$ cat src/sv/framed_packet_seven_segment_mux_top_macros.svh
// Assertion macros for the framed packet seven-segment mux.
// Needs clk_i and rst_ni in the scope of the module that uses them.
`ifndef FRAMED_PACKET_SEVEN_SEGMENT_MUX_TOP_MACROS_SVH
`define FRAMED_PACKET_SEVEN_SEGMENT_MUX_TOP_MACROS_SVH

// Plain property, checked on every clock edge outside reset
`define FPSSM_ASSERT(name, prop, msg) \
  name: assert property (@(posedge clk_i) disable iff (!rst_ni) (prop)) else $error(msg);

// Next-cycle implication, checked outside reset
`define FPSSM_ASSERT_NEXT(name, ante, cons, msg) \
  name: assert property (@(posedge clk_i) disable iff (!rst_ni) (ante) |=> (cons)) \
    else $error(msg);

`endif

$ cat src/sv/fpssm_pkg.sv
// Shared types, constants and helper functions of the framed packet
// seven-segment mux. No dependencies.
package fpssm_pkg;

  localparam int FrameLength = 22;
  localparam int DigitCount  = 5;
  localparam int IndexWidth  = $clog2(FrameLength + 1);
  localparam int CountWidth  = $clog2(DigitCount);

  localparam logic [7:0] CharNewline = 8'h0A;
  localparam logic [7:0] CharHash    = 8'h23;
  localparam logic [7:0] CharComma   = 8'h2C;
  localparam logic [7:0] CharOne     = 8'h31;
  localparam logic [7:0] SegDash     = 8'h02;

  // Frame character i sits in element [i]
  typedef logic [FrameLength-1:0][7:0] frame_t;

  // Received byte handed to the frame receiver
  typedef struct packed {
    logic       valid;
    logic [7:0] data;
  } rx_req_t;

  localparam logic [FrameLength*8-1:0] DefaultString = "#00,00,0,000,00,00,00#";

  function automatic frame_t default_frame();
    frame_t f;
    for (int i = 0; i < FrameLength; i++) begin
      f[i] = DefaultString[(FrameLength-1-i)*8 +: 8];
    end
    return f;
  endfunction

  localparam frame_t DefaultFrame = default_frame();

  // Segment pattern of a character, dash for anything but a decimal digit
  function automatic logic [7:0] seg_encode(logic [7:0] ch);
    logic [7:0] pat;
    unique case (ch)
      8'h30:   pat = 8'hFC;
      8'h31:   pat = 8'h60;
      8'h32:   pat = 8'hDA;
      8'h33:   pat = 8'hF2;
      8'h34:   pat = 8'h66;
      8'h35:   pat = 8'hB6;
      8'h36:   pat = 8'hBE;
      8'h37:   pat = 8'hE0;
      8'h38:   pat = 8'hFE;
      8'h39:   pat = 8'hF6;
      default: pat = SegDash;
    endcase
    return pat;
  endfunction

  // Frame position shown on each digit
  function automatic logic [IndexWidth-1:0] digit_pos(logic [CountWidth-1:0] d);
    logic [IndexWidth-1:0] pos;
    unique case (d)
      3'd0:    pos = 5'd1;
      3'd1:    pos = 5'd2;
      3'd2:    pos = 5'd4;
      3'd3:    pos = 5'd5;
      3'd4:    pos = 5'd7;
      default: pos = 5'd0;
    endcase
    return pos;
  endfunction

endpackage

$ cat src/sv/fpssm_if.sv
// Valid/ready channel interfaces for the input and result transactions.
// No dependencies.
interface fpssm_in_if;
  logic       valid;
  logic       ready;
  logic       command;
  logic [7:0] rx_byte;

  modport source (output valid, command, rx_byte, input ready);
  modport sink   (input valid, command, rx_byte, output ready);
endinterface

interface fpssm_out_if;
  logic       valid;
  logic       ready;
  logic [4:0] digit_select;
  logic [7:0] segment_byte;
  logic [7:0] flag_byte;

  modport source (output valid, digit_select, segment_byte, flag_byte, input ready);
  modport sink   (input valid, digit_select, segment_byte, flag_byte, output ready);
endinterface

$ cat src/sv/fpssm_frame_rx.sv
// Frame receiver: collects bytes, checks delimiters, updates display frame.
// Depends on fpssm_pkg.
module fpssm_frame_rx (
  input  logic              clk_i,
  input  logic              rst_ni,
  input  fpssm_pkg::rx_req_t req_i,
  output fpssm_pkg::frame_t  frame_o
);
  import fpssm_pkg::*;

  frame_t                buf_q, buf_d;
  frame_t                frame_q, frame_d;
  logic [IndexWidth-1:0] idx_q, idx_d;
  frame_t                cand;
  logic                  cand_ok;

  // Candidate frame with the closing byte in place
  always_comb begin
    cand                = buf_q;
    cand[FrameLength-1] = req_i.data;
    cand_ok = (cand[0] == CharHash) && (cand[FrameLength-1] == CharHash) &&
              (cand[3] == CharComma) && (cand[6] == CharComma) &&
              (cand[8] == CharComma) && (cand[12] == CharComma) &&
              (cand[15] == CharComma) && (cand[18] == CharComma);
  end

  // Store byte, advance index, swap in a good frame on completion; a newline restarts the frame
  always_comb begin
    buf_d   = buf_q;
    idx_d   = idx_q;
    frame_d = frame_q;
    if (req_i.valid) begin
      priority if (req_i.data == CharNewline) begin
        idx_d = '0;
      end else if (idx_q >= IndexWidth'(FrameLength)) begin
        idx_d = '0;
      end else begin
        buf_d[idx_q] = req_i.data;
        if (idx_q == IndexWidth'(FrameLength - 1)) begin
          idx_d = '0;
          if (cand_ok) begin
            frame_d = cand;
          end
        end else begin
          idx_d = idx_q + 1'b1;
        end
      end
    end
  end

  always_ff @(posedge clk_i) begin
    buf_q <= buf_d;
  end

  always_ff @(posedge clk_i or negedge rst_ni) begin
    if (!rst_ni) begin
      idx_q   <= '0;
      frame_q <= DefaultFrame;
    end else begin
      idx_q   <= idx_d;
      frame_q <= frame_d;
    end
  end

  assign frame_o = frame_q;

endmodule

$ cat src/sv/framed_packet_seven_segment_mux_top.sv
// Framed packet seven-segment mux: byte transactions feed the frame receiver,
// tick transactions produce one registered digit/segment/flag result.
// A tick's result is registered and valid in the cycle after its transaction.
// Throughput: one transaction per cycle while the single output register is free or drained.
// Reset: index and digit counter clear, display frame takes the default string.
module framed_packet_seven_segment_mux_top (
  input logic         clk_i,
  input logic         rst_ni,
  fpssm_in_if.sink    in_i,
  fpssm_out_if.source out_o
);
  import fpssm_pkg::*;

  `include "framed_packet_seven_segment_mux_top_macros.svh"

  logic                  accept;
  logic                  tick_acc;
  rx_req_t               rx_req;
  frame_t                frame;
  logic [CountWidth-1:0] cnt_q, cnt_d;
  logic [7:0]            pattern;
  logic [4:0]            select;
  logic [7:0]            flags;
  logic                  out_valid_q;
  logic [4:0]            sel_q;
  logic [7:0]            seg_q;
  logic [7:0]            flag_q;

  // Accept while the result register is free or being drained
  assign in_i.ready = !out_valid_q || out_o.ready;
  assign accept     = in_i.valid && in_i.ready;
  assign tick_acc   = accept && in_i.command;

  assign rx_req.valid = accept && !in_i.command;
  assign rx_req.data  = in_i.rx_byte;

  fpssm_frame_rx u_frame_rx (
    .clk_i   (clk_i),
    .rst_ni  (rst_ni),
    .req_i   (rx_req),
    .frame_o (frame)
  );

  // Pick the digit character, encode segments and flags, and advance the digit counter on a tick
  always_comb begin
    if (cnt_q < CountWidth'(DigitCount)) begin
      pattern = seg_encode(frame[digit_pos(cnt_q)]);
      select  = 5'(5'd1 << cnt_q);
    end else begin
      pattern = SegDash;
      select  = '0;
    end
    flags = {frame[10] == CharOne, frame[11] == CharOne,
             frame[13] == CharOne, frame[14] == CharOne,
             frame[16] == CharOne, frame[17] == CharOne,
             frame[19] == CharOne, frame[20] == CharOne};
    cnt_d = cnt_q;
    if (tick_acc) begin
      cnt_d = (cnt_q >= CountWidth'(DigitCount - 1)) ? '0 : cnt_q + 1'b1;
    end
  end

  // Hold the result until taken and update the digit counter
  always_ff @(posedge clk_i or negedge rst_ni) begin
    if (!rst_ni) begin
      out_valid_q <= 1'b0;
      cnt_q       <= '0;
    end else begin
      cnt_q <= cnt_d;
      if (tick_acc) begin
        out_valid_q <= 1'b1;
      end else if (out_o.ready) begin
        out_valid_q <= 1'b0;
      end
    end
  end

  always_ff @(posedge clk_i) begin
    if (tick_acc) begin
      sel_q  <= select;
      seg_q  <= {pattern[7:1], frame[9] == CharOne};
      flag_q <= flags;
    end
  end

  assign out_o.valid        = out_valid_q;
  assign out_o.digit_select = sel_q;
  assign out_o.segment_byte = seg_q;
  assign out_o.flag_byte    = flag_q;

  `FPSSM_ASSERT(a_cnt_range, cnt_q < CountWidth'(DigitCount), "digit counter out of range")
  `FPSSM_ASSERT(a_sel_onehot, !out_valid_q || $onehot(sel_q), "digit select not one-hot")
  `FPSSM_ASSERT_NEXT(a_tick_result, tick_acc, out_valid_q, "tick left no result")
  `FPSSM_ASSERT_NEXT(a_cnt_advance, tick_acc, cnt_q != $past(cnt_q), "counter did not move")

endmodule
$ cat src/flat_wrapper.sv
// flat-port wrapper written by rule: the top's interface ports become plain ports
module framed_packet_seven_segment_mux_top_flat import fpssm_pkg::*;
  (clk_i, rst_ni, in_i_valid, in_i_command, in_i_rx_byte, in_i_ready, out_o_valid, out_o_digit_select, out_o_segment_byte, out_o_flag_byte, out_o_ready);
  fpssm_in_if in_i_i ();
  fpssm_out_if out_o_i ();
  input logic clk_i;
  input logic rst_ni;
  input wire logic [$bits(in_i_i.valid)-1:0] in_i_valid;
  input wire logic [$bits(in_i_i.command)-1:0] in_i_command;
  input wire logic [$bits(in_i_i.rx_byte)-1:0] in_i_rx_byte;
  output wire logic [$bits(in_i_i.ready)-1:0] in_i_ready;
  output wire logic [$bits(out_o_i.valid)-1:0] out_o_valid;
  output wire logic [$bits(out_o_i.digit_select)-1:0] out_o_digit_select;
  output wire logic [$bits(out_o_i.segment_byte)-1:0] out_o_segment_byte;
  output wire logic [$bits(out_o_i.flag_byte)-1:0] out_o_flag_byte;
  input wire logic [$bits(out_o_i.ready)-1:0] out_o_ready;
  assign in_i_i.valid = in_i_valid;
  assign in_i_i.command = in_i_command;
  assign in_i_i.rx_byte = in_i_rx_byte;
  assign in_i_ready = in_i_i.ready;
  assign out_o_valid = out_o_i.valid;
  assign out_o_digit_select = out_o_i.digit_select;
  assign out_o_segment_byte = out_o_i.segment_byte;
  assign out_o_flag_byte = out_o_i.flag_byte;
  assign out_o_i.ready = out_o_ready;
  framed_packet_seven_segment_mux_top u_core (.clk_i(clk_i), .rst_ni(rst_ni), .in_i(in_i_i), .out_o(out_o_i));
endmodule
$ cat config.mk
export PLATFORM = sky130hd
export DESIGN_NAME = framed_packet_seven_segment_mux_top_flat
export DESIGN_NICKNAME = d
export VERILOG_FILES = /design/src/sv/fpssm_pkg.sv /design/src/sv/fpssm_if.sv /design/src/sv/fpssm_frame_rx.sv /design/src/sv/framed_packet_seven_segment_mux_top.sv /design/src/flat_wrapper.sv
export VERILOG_INCLUDE_DIRS = /design/src /design/src/sv
export SDC_FILE = /design/constraint.sdc
export NUM_CORES = 1
export LEC_CHECK = 0
export BUFFER_PORTS_ARGS = -buffer_cell sky130_fd_sc_hd__buf_2
export CAP_MARGIN = 20
export CORE_UTILIZATION = 35
export DETAILED_ROUTE_END_ITERATION = 7
export SKIP_CTS_REPAIR_TIMING = 1
export SYNTH_ARGS = -nofsm -noshare
export SYNTH_HDL_FRONTEND = slang
export SYNTH_SLANG_ARGS = --single-unit
$ cat constraint.sdc
create_clock -name clk_i -period 6 [get_ports clk_i]
set_clock_uncertainty 0.2 [all_clocks]
set_input_delay 0.3 -clock clk_i [delete_from_list [all_inputs] [get_ports clk_i]]
set_output_delay 0.3 -clock clk_i [all_outputs]
set_load 0.03 [all_outputs]
==> reports/qor.yml <==
outcome:
  outcome: "finished, final reports clean"
sta:
  worst_slack_ns: 2.572
  timing.final.hold_violations: 0
  post-route-min-period_ns: 3.428
  maxClockFrequency_mhz: 291.7
  finalSetupViolCount: 0
  grt_setup_unrepaired: "no"
  report.final.slew_viol_count: 0
  slew_headroom_pct: 32.52
  fin_hold_ws_ns: 0.09528
  timing.final.crit_share_pct: 57.13
  setup_tns_ns: 0
  max_slew.worst_pin.slew_ns: 1.012
synthesis:
  netlist_top_cells_area: "edfxtp_1, dfrtp_1, mux2_2"
  synth_largest_type_area_fraction_pct: 45.69
  synthDistinctLibCells: 67
  syn-cell-area_um2: 12420
  synth_seq_area_share_pct: 75.27
  synth_seq_cells: 334
  synth_fp_nets: 748
  synth.most_common_cell: "edfxtp_1"
  netlist.top_cell.by_area: "edfxtp_1"
  number_of_enable_type_register_cells_in_the_synthesized_netlist: 189
  postSynth.topFlopCell: "edfxtp_1"
  yosys_warnings: 0
  synth-async-reset-ratio_pct: 43.41
  synthTopCellsByCount: "edfxtp_1, mux2_2, dfrtp_1"
  avgSynthCellArea_um2: 17.09
  syn-instance-count: 727
global_routing:
  grt_util_all_layers_pct: 12.81
  grt_antenna_before_repair: 0
  grt_first_pass_wirelength_um: 35850
  grt_max_degree: 79
  grt_overflow: 0
  first_global_vias: 6254
hold_path:
  hold_path.class: "in2reg"
finish:
  area.sequential_um2: 9350
  drive_gt1_share_pct: 32.17
  antennaDiodeCount: 0
  final_cell_count_no_fill: 1260
  multi_input_area_um2: 2889
  final.fill_count: 3156
  num-nets-final: 801
  areaGrowthSynthToFinish_pct: 13.90
power_and_ir_drop:
  power.share.combinational_pct: 15.5
  power_switching_w: 0.001411
  share_seq_of_total_power_pct: 47.2
  total_power_w: 0.005413
  p_leak_nw: 5.570
  power.share.switching_pct: 26.06
  power_per_cell_area_nw_per_um2: 382.6
  pwr-share-clk_pct: 37.4
  p_int_w: 0.004002
  peakVddDrop_mv: 0.2182
floorplan:
  die_height_um: 190.4
  chipWidth_um: 190.4
  floorplan.die_area_um2: 36250
  start_util_pct: 35.78
  placeableCoreArea_um2: 34710
  core.rowCount: 68
  ios: 36
route:
  firstDrtPassIters: 5
  routed_via_density: 4.875
  vias_after_detailed_routing: 6143
  number_of_nets_with_antenna_violations_after_routing: 0
  routed_wl_um: 22480
  drtIter0Drc: 432
  detail_route.wl_per_cell_um: 17.84
  post-route-drc-count: 0
clock_tree:
  cts_bufs_inserted: 35
  cts.reportedPaths.clkPinSlew_ns: 0.06
  cts.htree.levels: 2
  worst_skew_pair.late_latency_ns: 0.51
  cts_num_sinks: 334
  cts_root_buffer: "clkbuf_16"
  cts_tree: "done"
  clock_path_buffers: 3
setup_path:
  cp_slowest_stage_delay_ns: 0.51
  setup.worst_path.start_class: "flip-flop"
  cp_cell_sequence: "inv_1 -> ha_1 -> nand2_1 -> a21boi_2 -> nor4b_1 -> a41oi_1 -> a211oi_1 -> o21ai_1 -> a211o_1"
  crit_type: "reg2reg"
  critical_path_peak_fanout: 13
  end_kind: "flip-flop"
  cpMaxStageDelayCell: "ha_1"
  timing.critical_path.max_delay_family: "compound AO/OA/AOI/OAI gates"
  critPathBufInv: 1
  required_time_at_the_worst_slack_endpoint_ns: 6.05
  setup.reg_to_reg.worst_slack_ns: 2.57
  worstPathArrival_ns: 3.48
placement:
  worst_slack_at_placement_ns: 2.579
  place_congestion: 0.8539
  hpwl_um: 13030
  cell_total_after_placement: 1196
  buffer_ports.inserted: 35
job:
  cap_viol_max_count: 0
==> layer usage <==
| layer | global-route usage [%] | share of wire [%] | vias to the layer above |
|---|---|---|---|
| met5 | 0 | 0 | - |
| met3 | 2.282 | 4.4 | 28 |
| met4 | 3.538 | 1.6 | 0 |
| met2 | 19.52 | 46 | 109 |
| li1 | - | - | 2839 |
| met1 | 18.71 | 49 | 3167 |
==> worst paths after layout <==
kind / start / to / cells after the start
setup / recovery: u_core.cnt_q[0]$_DFFE_PN0P_ / u_core.out_o.segment_byte[1]$_SDFFCE_PP1P_ / 9
hold / removal: in_i_rx_byte[2] / u_core.u_frame_rx.buf_q[98]$_DFFE_PP_ / 1
setup reg to reg: u_core.cnt_q[0]$_DFFE_PN0P_ / u_core.out_o.segment_byte[1]$_SDFFCE_PP1P_ / 9
hold reg to reg: u_core.u_frame_rx.buf_q[23]$_DFFE_PP_ / u_core.u_frame_rx.frame_o[23]$_DFFE_PN0P_ / 1
max in group asynchronous: rst_ni / u_core.u_frame_rx.frame_o[111]$_DFFE_PN0P_ / 3
min in group asynchronous: rst_ni / u_core.u_frame_rx.frame_o[7]$_DFFE_PN0P_ / 2
==> area by class of cell <==
cell class | count | area share [%]
clock buffers | 47 | 6.509
clock inverters | 15 | 1.088
inverters | 9 | 0.2388
multi-input cells | 359 | 20.42
flip-flops and latches | 334 | 66.09
well taps | 455 | 4.024
repair buffers | 41 | 1.636
==> worst register-to-register path, cell delays in order, from the launching register on <==
cell	delay [ns]
dfrtp_1	0.44
inv_1	0.18
ha_1	0.51
nand2_1	0.25
a21boi_2	0.29
nor4b_1	0.39
a41oi_1	0.10
a211oi_1	0.28
o21ai_1	0.22
a211o_1	0.32
==> stage by stage <==
step | area, um^2 | util, %
2_1_floorplan | 12420 | -
3_3_place_gp | 13050 | 37.60
3_5_place_dp | 13050 | 37.60
4_1_cts | 14130 | 40.70
5_1_grt | 14150 | 40.76
6_report | 14150 | 40.76
==> power by group through the flow <==
| stage | registers (W) | clock network (W) | logic, W |
|---|---|---|---|
| after floorplan | 0.00261 | 0 | 0.000645 |
| after global placement | 0.00260 | 0 | 0.000834 |
| after detailed placement | 0.00260 | 0 | 0.000844 |
| after CTS | 0.00255 | 0.00208 | 0.000847 |
| after global routing | 0.00256 | 0.00217 | 0.000937 |
| final | 0.00255 | 0.00202 | 0.000837 |
==> cells in the final DEF (no fill, tap or decap), types with 3 or more instances in the layout <==
| cell | n |
|---|---|
| edfxtp_1 | 189 |
| mux2_2 | 116 |
| dfrtp_1 | 108 |
| nor2_1 | 37 |
| dfstp_2 | 37 |
| clkbuf_16 | 35 |
| buf_2 | 34 |
| nand2_1 | 31 |
| o21ai_0 | 19 |
| and2_1 | 15 |
| nor4_1 | 14 |
| nand2b_1 | 13 |
| clkbuf_1 | 12 |
| nor3_1 | 11 |
| or4b_2 | 9 |
| inv_1 | 8 |
| nor4b_1 | 8 |
| ha_1 | 8 |
| o22ai_1 | 7 |
| clkinv_2 | 6 |
| nand4_1 | 5 |
| or3_1 | 4 |
| nand3_1 | 4 |
| clkinv_1 | 4 |
| o221ai_1 | 4 |
| buf_4 | 4 |
| and3b_1 | 3 |
| nor4bb_1 | 3 |
| nor2b_1 | 3 |
| a211oi_1 | 3 |
==> state kept, by name, summed over array words and instances, names as in the netlist <==
name                       cells
u_core.u_frame_rx.buf_q      168
u_core.cnt_q                   3
u_core.out_o.flag_byte         8
u_core.u_frame_rx.frame_o    136
u_core.out_o.valid             1
u_core.out_o.digit_select      5
u_core.u_frame_rx.idx_q        5
u_core.out_o.segment_byte      8
==> logic make-up after synthesis <==
logic type      count (synthesis)  share of synthesized area [%]
mux                           118                          10.72
compound gates                 61                          3.828
simple gates                  171                          7.836
flops                         334                          75.27
xor+xnor                        1                        0.07052
buf+inv                        34                          1.471
fa+ha+maj                       8                         0.8058
Note: power is estimated with default switching activity, not from simulation.
